File: src/design/mer_pkg.sv
// Shared widths, command codes and the plot descriptor for the midpoint ellipse rasterizer.
// No dependencies; imported by every module in design/.
package mer_pkg;

    localparam int RADIUS_BITS = 10;
    localparam int COORD_BITS  = 12;
    localparam int COLOR_BITS  = 24;

    localparam int POS_BITS   = RADIUS_BITS + 1;           // cur_x / cur_y
    localparam int PIX_BITS   = COORD_BITS + 2;            // pixel coordinates
    localparam int SQ_BITS    = 2 * RADIUS_BITS;           // rx^2, ry^2
    localparam int ARG_BITS   = RADIUS_BITS + 2;           // x+1, 2x+1, 2y-1, y-1
    localparam int ARG_SQ     = 2 * ARG_BITS;              // squared test argument
    localparam int PROD_BITS  = SQ_BITS + ARG_SQ;          // multiplier output
    localparam int SUM_BITS   = PROD_BITS + 3;             // midpoint test sums
    localparam int SLOPE_BITS = SQ_BITS + POS_BITS + 1;    // 2*ry^2*x, 2*rx^2*y

    localparam logic CMD_START = 1'b0;
    localparam logic CMD_STEP  = 1'b1;

    localparam logic [1:0] QUAD_FIRST = 2'd0;
    localparam logic [1:0] QUAD_LAST  = 2'd3;

    // One plotted point, expanded into four quadrant pixels by the emitter
    typedef struct packed {
        logic [COORD_BITS-1:0] cx;
        logic [COORD_BITS-1:0] cy;
        logic [POS_BITS-1:0]   x;
        logic [POS_BITS-1:0]   y;
        logic [COLOR_BITS-1:0] color;
        logic                  fin;
    } t_plot;

endpackage

File: src/design/midpoint_ellipse_raster_core.sv
// Midpoint ellipse rasterizer, one shared multiplier under a small sequencer.
// Start request: radius precompute (rx^2, ry^2, slope, 4rx^2ry^2) in S_SQ_RX..S_RHS_WR overlapped
// with emitting 4 pixels; the next request is not taken until both are done.
// Step request: S_U, S_BU, S_V, S_AV, S_CMP, then 4 pixels at one per cycle unless the output stalls.
// The single multiplier sets the step latency. Synchronous active-low reset goes idle.
module midpoint_ellipse_raster_core
    import mer_pkg::*;
(
    input  logic                       i_clk,
    input  logic                       i_rst_n,
    input  logic                       i_in_valid,
    output logic                       o_in_stall,
    input  logic                       i_cmd,
    input  logic [COORD_BITS-1:0]      i_center_x,
    input  logic [COORD_BITS-1:0]      i_center_y,
    input  logic [RADIUS_BITS-1:0]     i_radius_x,
    input  logic [RADIUS_BITS-1:0]     i_radius_y,
    input  logic [COLOR_BITS-1:0]      i_color,
    output logic                       o_out_valid,
    input  logic                       i_out_stall,
    output logic signed [PIX_BITS-1:0] o_pixel_x,
    output logic signed [PIX_BITS-1:0] o_pixel_y,
    output logic [COLOR_BITS-1:0]      o_pixel_color,
    output logic                       o_last
);

    typedef enum logic [3:0] {
        S_IDLE,
        S_SQ_RX,
        S_SQ_RY,
        S_SLOPE,
        S_RHS,
        S_RHS_WR,
        S_U,
        S_BU,
        S_V,
        S_AV,
        S_CMP
    } t_state;

    t_state                 r_state;
    logic                   r_active;
    logic                   r_second;
    logic                   r_reg1;
    logic [POS_BITS-1:0]    r_x;
    logic [POS_BITS-1:0]    r_y;
    logic [SLOPE_BITS-1:0]  r_slope_x;
    logic [SLOPE_BITS-1:0]  r_slope_y;
    logic [COORD_BITS-1:0]  r_cx;
    logic [COORD_BITS-1:0]  r_cy;
    logic [RADIUS_BITS-1:0] r_rx;
    logic [RADIUS_BITS-1:0] r_ry;
    logic [COLOR_BITS-1:0]  r_color;
    logic [SQ_BITS-1:0]     r_a2;
    logic [SQ_BITS-1:0]     r_b2;
    logic [SUM_BITS-1:0]    r_rhs;
    logic [PROD_BITS-1:0]   r_t;

    logic                   w_accept;
    logic                   w_emit_busy;
    logic                   w_emit_start;
    t_plot                  w_plot;
    logic [SQ_BITS-1:0]     w_mul_a;
    logic [ARG_SQ-1:0]      w_mul_b;
    logic [PROD_BITS-1:0]   w_prod;
    logic [ARG_BITS-1:0]    w_u;
    logic [ARG_BITS-1:0]    w_v;
    logic [SUM_BITS-1:0]    w_lhs;
    logic                   w_move_y;
    logic                   w_move_x;
    logic [POS_BITS-1:0]    n_x;
    logic [POS_BITS-1:0]    n_y;
    logic [SLOPE_BITS-1:0]  n_slope_x;
    logic [SLOPE_BITS-1:0]  n_slope_y;

    assign o_in_stall = (r_state != S_IDLE) || w_emit_busy;
    assign w_accept   = i_in_valid && !o_in_stall;

    // Midpoint test arguments: region one uses x+1 and 2y-1, region two 2x+1 and y-1
    assign w_u = r_reg1 ? (ARG_BITS'(r_x) + ARG_BITS'(1)) : ARG_BITS'({r_x, 1'b1});
    assign w_v = r_reg1 ? (ARG_BITS'({r_y, 1'b0}) - ARG_BITS'(1))
                        : (ARG_BITS'(r_y) - ARG_BITS'(1));

    always_comb begin
        w_mul_a = '0;
        w_mul_b = '0;
        case (r_state)
            S_SQ_RX: begin
                w_mul_a = SQ_BITS'(r_rx);
                w_mul_b = ARG_SQ'(r_rx);
            end
            S_SQ_RY: begin
                w_mul_a = SQ_BITS'(r_ry);
                w_mul_b = ARG_SQ'(r_ry);
            end
            S_SLOPE: begin
                w_mul_a = r_a2;
                w_mul_b = ARG_SQ'(r_ry);
            end
            S_RHS: begin
                w_mul_a = r_a2;
                w_mul_b = ARG_SQ'(r_b2);
            end
            S_U: begin
                w_mul_a = SQ_BITS'(w_u);
                w_mul_b = ARG_SQ'(w_u);
            end
            S_BU: begin
                w_mul_a = r_b2;
                w_mul_b = w_prod[ARG_SQ-1:0];
            end
            S_V: begin
                w_mul_a = SQ_BITS'(w_v);
                w_mul_b = ARG_SQ'(w_v);
            end
            S_AV: begin
                w_mul_a = r_a2;
                w_mul_b = w_prod[ARG_SQ-1:0];
            end
            default: begin
                w_mul_a = '0;
                w_mul_b = '0;
            end
        endcase
    end

    mer_mul u_mul (
        .i_clk  (i_clk),
        .i_a    (w_mul_a),
        .i_b    (w_mul_b),
        .o_prod (w_prod)
    );

    // In S_CMP, r_t holds ry^2*u^2 and w_prod holds rx^2*v^2
    always_comb begin
        if (r_reg1) begin
            w_lhs    = (SUM_BITS'(r_t) << 2) + SUM_BITS'(w_prod);
            w_move_y = w_lhs > r_rhs;
            w_move_x = 1'b1;
        end else begin
            w_lhs    = SUM_BITS'(r_t) + (SUM_BITS'(w_prod) << 2);
            w_move_x = w_lhs < r_rhs;
            w_move_y = 1'b1;
        end
        n_x       = w_move_x ? (r_x + POS_BITS'(1)) : r_x;
        n_y       = w_move_y ? (r_y - POS_BITS'(1)) : r_y;
        n_slope_x = w_move_x ? (r_slope_x + SLOPE_BITS'({r_b2, 1'b0})) : r_slope_x;
        n_slope_y = w_move_y ? (r_slope_y - SLOPE_BITS'({r_a2, 1'b0})) : r_slope_y;
    end

    assign w_emit_start = (w_accept && (i_cmd == CMD_START)) || (r_state == S_CMP);

    always_comb begin
        if (r_state == S_CMP) begin
            w_plot.cx    = r_cx;
            w_plot.cy    = r_cy;
            w_plot.x     = n_x;
            w_plot.y     = n_y;
            w_plot.color = r_color;
            w_plot.fin   = (n_y == '0);
        end else begin
            w_plot.cx    = i_center_x;
            w_plot.cy    = i_center_y;
            w_plot.x     = '0;
            w_plot.y     = POS_BITS'(i_radius_y);
            w_plot.color = i_color;
            w_plot.fin   = (i_radius_y == '0);
        end
    end

    always_ff @(posedge i_clk) begin
        if (!i_rst_n) begin
            r_state  <= S_IDLE;
            r_active <= 1'b0;
            r_second <= 1'b0;
            r_reg1   <= 1'b0;
        end else begin
            case (r_state)
                S_IDLE: begin
                    if (w_accept) begin
                        if (i_cmd == CMD_START) begin
                            r_cx      <= i_center_x;
                            r_cy      <= i_center_y;
                            r_rx      <= i_radius_x;
                            r_ry      <= i_radius_y;
                            r_color   <= i_color;
                            r_x       <= '0;
                            r_y       <= POS_BITS'(i_radius_y);
                            r_slope_x <= '0;
                            r_second  <= 1'b0;
                            r_active  <= (i_radius_y != '0);
                            r_state   <= S_SQ_RX;
                        end else if (r_active) begin
                            // latch region two once the slope crosses over
                            if (!r_second && (r_slope_x < r_slope_y)) begin
                                r_reg1 <= 1'b1;
                            end else begin
                                r_reg1   <= 1'b0;
                                r_second <= 1'b1;
                            end
                            r_state <= S_U;
                        end
                    end
                end
                S_SQ_RX: begin
                    r_state <= S_SQ_RY;
                end
                S_SQ_RY: begin
                    r_a2    <= w_prod[SQ_BITS-1:0];
                    r_state <= S_SLOPE;
                end
                S_SLOPE: begin
                    r_b2    <= w_prod[SQ_BITS-1:0];
                    r_state <= S_RHS;
                end
                S_RHS: begin
                    r_slope_y <= {w_prod[SLOPE_BITS-2:0], 1'b0};
                    r_state   <= S_RHS_WR;
                end
                S_RHS_WR: begin
                    r_rhs   <= SUM_BITS'(w_prod) << 2;
                    r_state <= S_IDLE;
                end
                S_U: begin
                    r_state <= S_BU;
                end
                S_BU: begin
                    r_state <= S_V;
                end
                S_V: begin
                    r_t     <= w_prod;
                    r_state <= S_AV;
                end
                S_AV: begin
                    r_state <= S_CMP;
                end
                S_CMP: begin
                    r_x       <= n_x;
                    r_y       <= n_y;
                    r_slope_x <= n_slope_x;
                    r_slope_y <= n_slope_y;
                    if (n_y == '0) begin
                        r_active <= 1'b0;
                    end
                    r_state <= S_IDLE;
                end
                default: begin
                    r_state <= S_IDLE;
                end
            endcase
        end
    end

    mer_emit u_emit (
        .i_clk         (i_clk),
        .i_rst_n       (i_rst_n),
        .i_start       (w_emit_start),
        .i_plot        (w_plot),
        .o_busy        (w_emit_busy),
        .o_valid       (o_out_valid),
        .i_stall       (i_out_stall),
        .o_pixel_x     (o_pixel_x),
        .o_pixel_y     (o_pixel_y),
        .o_pixel_color (o_pixel_color),
        .o_last        (o_last)
    );

endmodule

File: src/design/mer_mul.sv
// Shared registered multiplier used by the ellipse sequencer for every square and product.
// Depends on mer_pkg for operand and product widths.
module mer_mul
    import mer_pkg::*;
(
    input  logic                 i_clk,
    input  logic [SQ_BITS-1:0]   i_a,
    input  logic [ARG_SQ-1:0]    i_b,
    output logic [PROD_BITS-1:0] o_prod
);

    logic [PROD_BITS-1:0] r_prod;

    always_ff @(posedge i_clk) begin
        r_prod <= PROD_BITS'(i_a) * PROD_BITS'(i_b);
    end

    assign o_prod = r_prod;

endmodule

File: src/design/mer_emit.sv
// Quadrant pixel emitter: expands one plot into four pixels through an output register.
// Depends on mer_pkg for t_plot and coordinate widths.
module mer_emit
    import mer_pkg::*;
(
    input  logic                       i_clk,
    input  logic                       i_rst_n,
    input  logic                       i_start,
    input  t_plot                      i_plot,
    output logic                       o_busy,
    output logic                       o_valid,
    input  logic                       i_stall,
    output logic signed [PIX_BITS-1:0] o_pixel_x,
    output logic signed [PIX_BITS-1:0] o_pixel_y,
    output logic [COLOR_BITS-1:0]      o_pixel_color,
    output logic                       o_last
);

    t_plot                r_plot;
    logic                 r_busy;
    logic                 r_valid;
    logic [1:0]           r_k;
    logic [PIX_BITS-1:0]  r_px;
    logic [PIX_BITS-1:0]  r_py;
    logic [COLOR_BITS-1:0] r_color;
    logic                 r_last;

    logic                 w_free;
    logic [PIX_BITS-1:0]  w_xp, w_xm, w_yp, w_ym;

    assign w_free = !r_valid || !i_stall;

    // Coordinates wrap modulo 2^PIX_BITS
    assign w_xp = PIX_BITS'(r_plot.cx) + PIX_BITS'(r_plot.x);
    assign w_xm = PIX_BITS'(r_plot.cx) - PIX_BITS'(r_plot.x);
    assign w_yp = PIX_BITS'(r_plot.cy) + PIX_BITS'(r_plot.y);
    assign w_ym = PIX_BITS'(r_plot.cy) - PIX_BITS'(r_plot.y);

    always_ff @(posedge i_clk) begin
        if (!i_rst_n) begin
            r_busy  <= 1'b0;
            r_valid <= 1'b0;
            r_k     <= QUAD_FIRST;
        end else begin
            if (i_start) begin
                r_plot <= i_plot;
                r_busy <= 1'b1;
                r_k    <= QUAD_FIRST;
            end
            if (w_free) begin
                if (r_busy) begin
                    // quadrant order: (+x,+y) (-x,+y) (+x,-y) (-x,-y)
                    r_valid <= 1'b1;
                    r_px    <= r_k[0] ? w_xm : w_xp;
                    r_py    <= r_k[1] ? w_ym : w_yp;
                    r_color <= r_plot.color;
                    r_last  <= r_plot.fin && (r_k == QUAD_LAST);
                    r_k     <= r_k + 2'd1;
                    if (r_k == QUAD_LAST) begin
                        r_busy <= 1'b0;
                    end
                end else begin
                    r_valid <= 1'b0;
                end
            end
        end
    end

    assign o_busy        = r_busy;
    assign o_valid       = r_valid;
    assign o_pixel_x     = r_px;
    assign o_pixel_y     = r_py;
    assign o_pixel_color = r_color;
    assign o_last        = r_last;

endmodule

File: config.mk
export PLATFORM = sky130hd
export DESIGN_NAME = midpoint_ellipse_raster_core
export DESIGN_NICKNAME = d
export VERILOG_FILES = /design/src/design/mer_pkg.sv /design/src/design/midpoint_ellipse_raster_core.sv /design/src/design/mer_mul.sv /design/src/design/mer_emit.sv
export SDC_FILE = /design/constraint.sdc
export NUM_CORES = 2
export LEC_CHECK = 0
export ABC_AREA = 1
export BUFFER_PORTS_ARGS = -buffer_cell sky130_fd_sc_hd__buf_2
export CAP_MARGIN = 20
export CORE_ASPECT_RATIO = 0.75
export CORE_UTILIZATION = 60
export CTS_CLUSTER_DIAMETER = 120
export DETAILED_ROUTE_END_ITERATION = 16
export HOLD_SLACK_MARGIN = 0.05
export PLACE_DENSITY = 0.77
export REMOVE_ABC_BUFFERS = 1
export SYNTH_ARGS = -nofsm -noshare
export SYNTH_HDL_FRONTEND = slang
export SYNTH_SLANG_ARGS = --single-unit
File: constraint.sdc
create_clock -name i_clk -period 18.1 [get_ports i_clk]
set_input_delay 0.905 -clock i_clk [delete_from_list [all_inputs] [get_ports i_clk]]
set_output_delay 0.905 -clock i_clk [all_outputs]
set_load 0.05 [all_outputs]
# Word-level counts from Yosys, hierarchy flattened
# Cells that the tools add are included.
totals:
  reg_bits: 461
  output_inout_bits: 55
  input_bits: 73
op_classes:
  n_eq_ne: 19
  n_reduce_logical: 35
  n_addsub: 14
  bitwise: 1
  magnitude_cmp: 3
  mux: 43
  n_mul: 1
ops:
  columns: ["cell", "count"]
  rows:
  - ["case mux 24 bit (6 select lines)", 1]
  - ["2-to-1 mux 32 bit", 4]
  - ["case mux 32 bit (2 select lines)", 2]
  - ["case mux 20 bit (6 select lines)", 1]
  - ["2-to-1 mux 71 bit", 1]
  - ["2-to-1 mux 11 bit", 6]
  - ["adder 44 x 46 -> 47 bit", 1]
  - ["adder 46 x 44 -> 47 bit", 1]
  - ["> comparator 47 x 46 -> 1 bit", 1]
  - ["< comparator 47 x 46 -> 1 bit", 1]
  - ["multiplier 20 x 24 -> 44 bit", 1]
  - ["case mux 11 bit (2 select lines)", 2]
  - ["case mux 4 bit (9 select lines)", 1]
  - ["adder 32 x 21 -> 32 bit", 1]
  - ["< comparator 32 bit", 1]
  - ["subtractor 32 x 21 -> 32 bit", 1]
  - ["2-to-1 mux 14 bit", 2]
  - ["adder 12 x 11 -> 13 bit", 2]
  - ["subtractor 12 x 11 -> 13 bit", 2]
  - ["2-to-1 mux 12 bit", 2]
  - ["AND reduction 4 bit", 5]
  - ["equality test 4 x 3 -> 1 bit, second input constant", 4]
  - ["2-to-1 mux 1 bit", 14]
  - ["adder 11 x 1 -> 12 bit, second input constant", 1]
  - ["30 further kinds", 58]

# Logic depth before layout (Yosys ltp)
depth:
  depth_word: 10
  depth_mapped: 42

# Cells and area by module
# A second synthesis with hierarchy kept.
unflattened:
  cells_unflattened: 5799
  hier_area_um2: 46430.8
by_module_without_submodules:
  columns: ["mod", "cells_per_inst", "area_per_inst_um2", "n_inst"]
  rows:
  - ["midpoint_ellipse_raster_core", 2628, 21659.5, 1]
  - ["mer_mul", 2429, 17902.2, 1]
  - ["mer_emit", 742, 6869.1, 1]

# Worst setup path before layout
# No wires, ideal clock.
synth_path:
  kind: "input-to-reg"
  start: "input port i_rst_n"
  end: "register r_color[0] (enable)"
  setup_time_ps: 662
  path_buffers: 0
  setup_slack_ps: 9806
  arrival_ps: 7632
  stages: 2
  path_cell_list: "clkinv_1 > nor4_1"
synth_between:
  elab_chain_len: 1
synth_rtl:
  columns: ["element", "line", "source"]
  rows:
  - ["start: declaration", "midpoint_ellipse_raster_core.sv:10", "input logic i_rst_n,"]
  - ["AND reduction 4 bit (no source line)", null, null]
  - ["end signal: assignment", "midpoint_ellipse_raster_core.sv:186", "r_color <= i_color;"]
  - ["end: declaration", "midpoint_ellipse_raster_core.sv:53", "logic [COLOR_BITS-1:0] r_color;"]
# Every way passes these cells.
# A chain may end at the register's enable or synchronous reset.

# Final worst setup path
layout_path:
  start: "register r_state[0]"
  end: "register u_mul.r_prod[41] (netlist: u_mul.o_prod[41])"
layout_between:
  elab_chain_len: 4
  word_cells_on_any_way: 14
layout_rtl:
  columns: ["element", "line", "source"]
  rows:
  - ["start: declaration", "midpoint_ellipse_raster_core.sv:41", "t_state r_state;"]
  - ["start signal: assignment", "midpoint_ellipse_raster_core.sv:173", "r_state <= S_IDLE;"]
  - ["start signal: assignment", "midpoint_ellipse_raster_core.sv:192", "r_state <= S_SQ_RX;"]
  - ["start signal: assignment", "midpoint_ellipse_raster_core.sv:201", "r_state <= S_U;"]
  - ["equality test 4 bit (tied with other cells)", "midpoint_ellipse_raster_core.sv:87", "case (r_state)"]
  - ["OR reduction 3 bit (no source line) / OR reduction 2 bit (equally long branches)", null, null]
  - ["case mux 20 bit (6 select lines) / case mux 24 bit (6 select lines) (equally long branches)", "midpoint_ellipse_raster_core.sv:87", null]
  - ["multiplier 20 x 24 -> 44 bit (*)", "mer_mul.sv:15", "r_prod <= PROD_BITS'(i_a) * PROD_BITS'(i_b);"]
  - ["end signal: assignment", "mer_mul.sv:15", null]
  - ["end: declaration", "mer_mul.sv:12", "logic [PROD_BITS-1:0] r_prod;"]
# Every way passes the cells marked *; elsewhere a longest branch is shown, timed or not.

==> impl_metrics.yaml <==
clocking:
  cts_root_buf: "clkbuf_16"
  ctsResizeCount: 0
  cts_tree: "built"
  cts_hold_buf: 0
  clockBufferDepth: 3
  cts.sinks: 459
  insertion_delay_ns: 0.63
  clk_pin_slew_ns: 0.06
  h-tree-depth: 2
  post_cts_buffers: 0
  cts-buffers-inserted: 47
pwr:
  power_switching_w: 0.00210
  seq_power_share_pct: 30.7
  leakage_nw: 23.4
  power_frac_clock_pct: 21.8
  total_power_w: 0.00462
  powerDensity_mw_per_mm2: 97.6
  netSwitchingFraction_pct: 45.3
  internal_power_w: 0.00253
  combPwrFrac_pct: 47.5
  irDropWorstVdd_mv: 0.0911
grt:
  antenna_found_initial: 1
  met1_usage_pct: 50.7
  top_usage_layer: "met1"
  track_usage_pct: 33.7
  grt_remaining_overflow: 0
  grt_max_degree: 71
  grt_pass1_wl_um: 193000
  grtUsageMet3_pct: 9.61
  use_met2_pct: 47.7
  first_global_vias: 34200
run_status:
  outcome: "completed"
logic_synthesis:
  synth_seq_cells: 459
  async_flop_share_pct: 0
  synth_edf_count: 404
  synth.cell_area_mm2: 0.0439
  yosysSeqAreaShare_pct: 30.1
  yosysTopAreaCellShare_pct: 27.6
  yosys_warnings: 0
  syn_avg_cell_area_um2: 8.65
  yosysTopAreaCell: "edfxtp_1"
  ys_types: 67
  synth_area_leaders: "edfxtp_1, fa_1, ha_1"
  ys.flop_type: "edfxtp_1"
  synth_cells: 5075
floorplanning:
  coreArea_mm2: 0.0721
  dieArea_mm2: 0.0743
  num_rows: 85
  fp.dieW_um: 314
  initial_core_util_pct: 60.9
  num_io_pins: 128
  die_h_um: 236
detailed_routing:
  first_iter_violations: 3847
  drc_errors: 0
  first_pass_iters: 6
  postRouteAntennaNets: 0
  avgViaCountPerCell: 5.72
  vias: 35400
  wirelength_um: 125000
  wl_per_cell_um: 20.2
min_path:
  holdCritPathClass: "flop to flop"
timing:
  timing.fmax_ghz: 0.104
  setup_violations: 0
  tns_ns: 0
  setup_ws_ns: 8.49
  rsz0062_at_grt: "no"
  min_period_ns: 9.61
  finalCritPeriodShare_pct: 53.1
  tightest_slew_ns: 1.14
  clock_skew_ns: 0.0559
  slew_viol_final: 0
  hold_violations: 0
  slew_headroom_pct: 24.1
setup_path:
  critPathRequiredTime_ns: 18.62
  endpoint_kind: "flop"
  cp_max_fo: 20
  setup.worst_path.start_class: "flop"
  slowest_stage: "nor4_2"
  crit_top_cell: "inv_1"
  worstPathArrival_ns: 10.12
  path_class: "flop to flop"
  cp_slowest_stage_delay_ns: 0.87
layout:
  drive_gt1_share_pct: 7.05
  stdcell_count: 6193
  mostFrequentLayoutCell: "nand2_1"
  area_growth_syn_to_layout_pct: 7.83
  postLayoutCoreUtil_pct: 65.7
  fillCellCount: 5902
  mostFrequentLayoutCells: "nand2_1, inv_1, ha_1"
  antennaDiodeCount: 0
  final_nets: 6112
placement:
  place.gp.congestion: 0.974
  place_inst: 6103
  hpwl_um: 98700
  place_ws_ns: 8.57
  port_buffers: 127
flow_run:
  cap_violations: 0
==> cell usage after synthesis, drive strengths merged (7+ instances only) <==
cell type / number
nor4: 18
a211oi: 13
o31ai: 9
o21ai: 214
nand4: 34
edfxtp: 404
fa: 400
ha: 442
a221oi: 10
nand3: 102
nand2: 1085
a21oi: 343
o221ai: 7
o22ai: 8
a31oi: 30
inv: 1032
xnor2: 63
o211ai: 17
a21o: 13
dfxtp: 55
o21bai: 14
xor2: 109
nor2: 421
clkbuf: 70
nor3: 35
o21a: 27
a21boi: 11
buf: 38
==> state kept, by name, indices dropped and copies added, names as in the netlist, 14 cells and up <==
signal                count
r_color                  24
r_t                      44
r_slope_y                31
r_b2                     20
u_emit.o_pixel_y         14
u_mul.o_prod             44
u_emit.o_pixel_color     24
u_emit.o_pixel_x         14
r_rhs                    44
r_a2                     20
u_emit.r_plot            71
r_slope_x                31
==> routing by layer <==
layer	share of wire, %	vias up
met1	44	16800
li1	-	16500
met4	2.6	2
met2	41	1877
met5	0.058	-
met3	12	230
==> cell families (layout without fill, tap and decap cells) <==
logic type / after synthesis / count (layout) / synth area share, %
flip-flops: 459 / 459 / 30.1
multiplexers: 2 / 2 / 0.0456
buffers and inverters: 1144 / 1305 / 9.92
AO/OA/AOI/OAI: 744 / 744 / 9.93
XOR/XNOR: 172 / 172 / 3.43
AND/OR/NAND/NOR: 1712 / 1712 / 15.7
adder cells (fa/ha/maj): 842 / 842 / 30.8
==> power groups by stage <==
stage | clock (W) | sequential, W | combinational, W
floorplan | 0 | 0.00143 | 0.00136
global route | 0.00105 | 0.00143 | 0.00238
CTS | 0.00102 | 0.00141 | 0.00211
detailed placement | 0 | 0.00144 | 0.00210
global placement | 0 | 0.00143 | 0.00206
finish | 0.00101 | 0.00142 | 0.00220
==> layout make-up <==
cell class / count / area (um2) / area share (%)
Clock inverter: 30 / 309 / 0.653
Tap cell: 957 / 1200 / 2.53
Inverter: 1036 / 3890 / 8.22
Sequential cell: 459 / 13200 / 27.9
Multi-Input combinational cell: 3472 / 26400 / 55.8
Timing Repair Buffer: 181 / 1050 / 2.22
Clock buffer: 58 / 1270 / 2.68
==> final timing paths <==
kind,from,end,slack (ns),depth (start not counted)
max,r_state[0],u_mul.o_prod[41],8.49,38
min,u_emit.r_plot[4],u_emit.o_pixel_color[3],0.41,0
max reg2reg,r_state[0],u_mul.o_prod[41],8.49,38
min reg2reg,u_emit.r_plot[4],u_emit.o_pixel_color[3],0.41,0
==> critical path: cells and delay by family (launching register included) <==
family	cells	cell delay, ns
DFF	1	0.59
buffers and inverters	12	1.86
adders and majority gates	8	3.65
and+or+nand+nor	13	2.45
AOI/OAI and AO/OA	4	0.76
xor gates and xnor gates	1	0.15
==> stage by stage <==
stage / area, um2 / hold slack (ns)
detailed placement: 45800 / 0.405
global placement: 45800 / 0.401
finish: 47400 / 0.413
CTS: 47300 / 0.415
global route: 47400 / 0.423
floorplan: 43500 / 0.400
(Power assumes the default switching activity.)
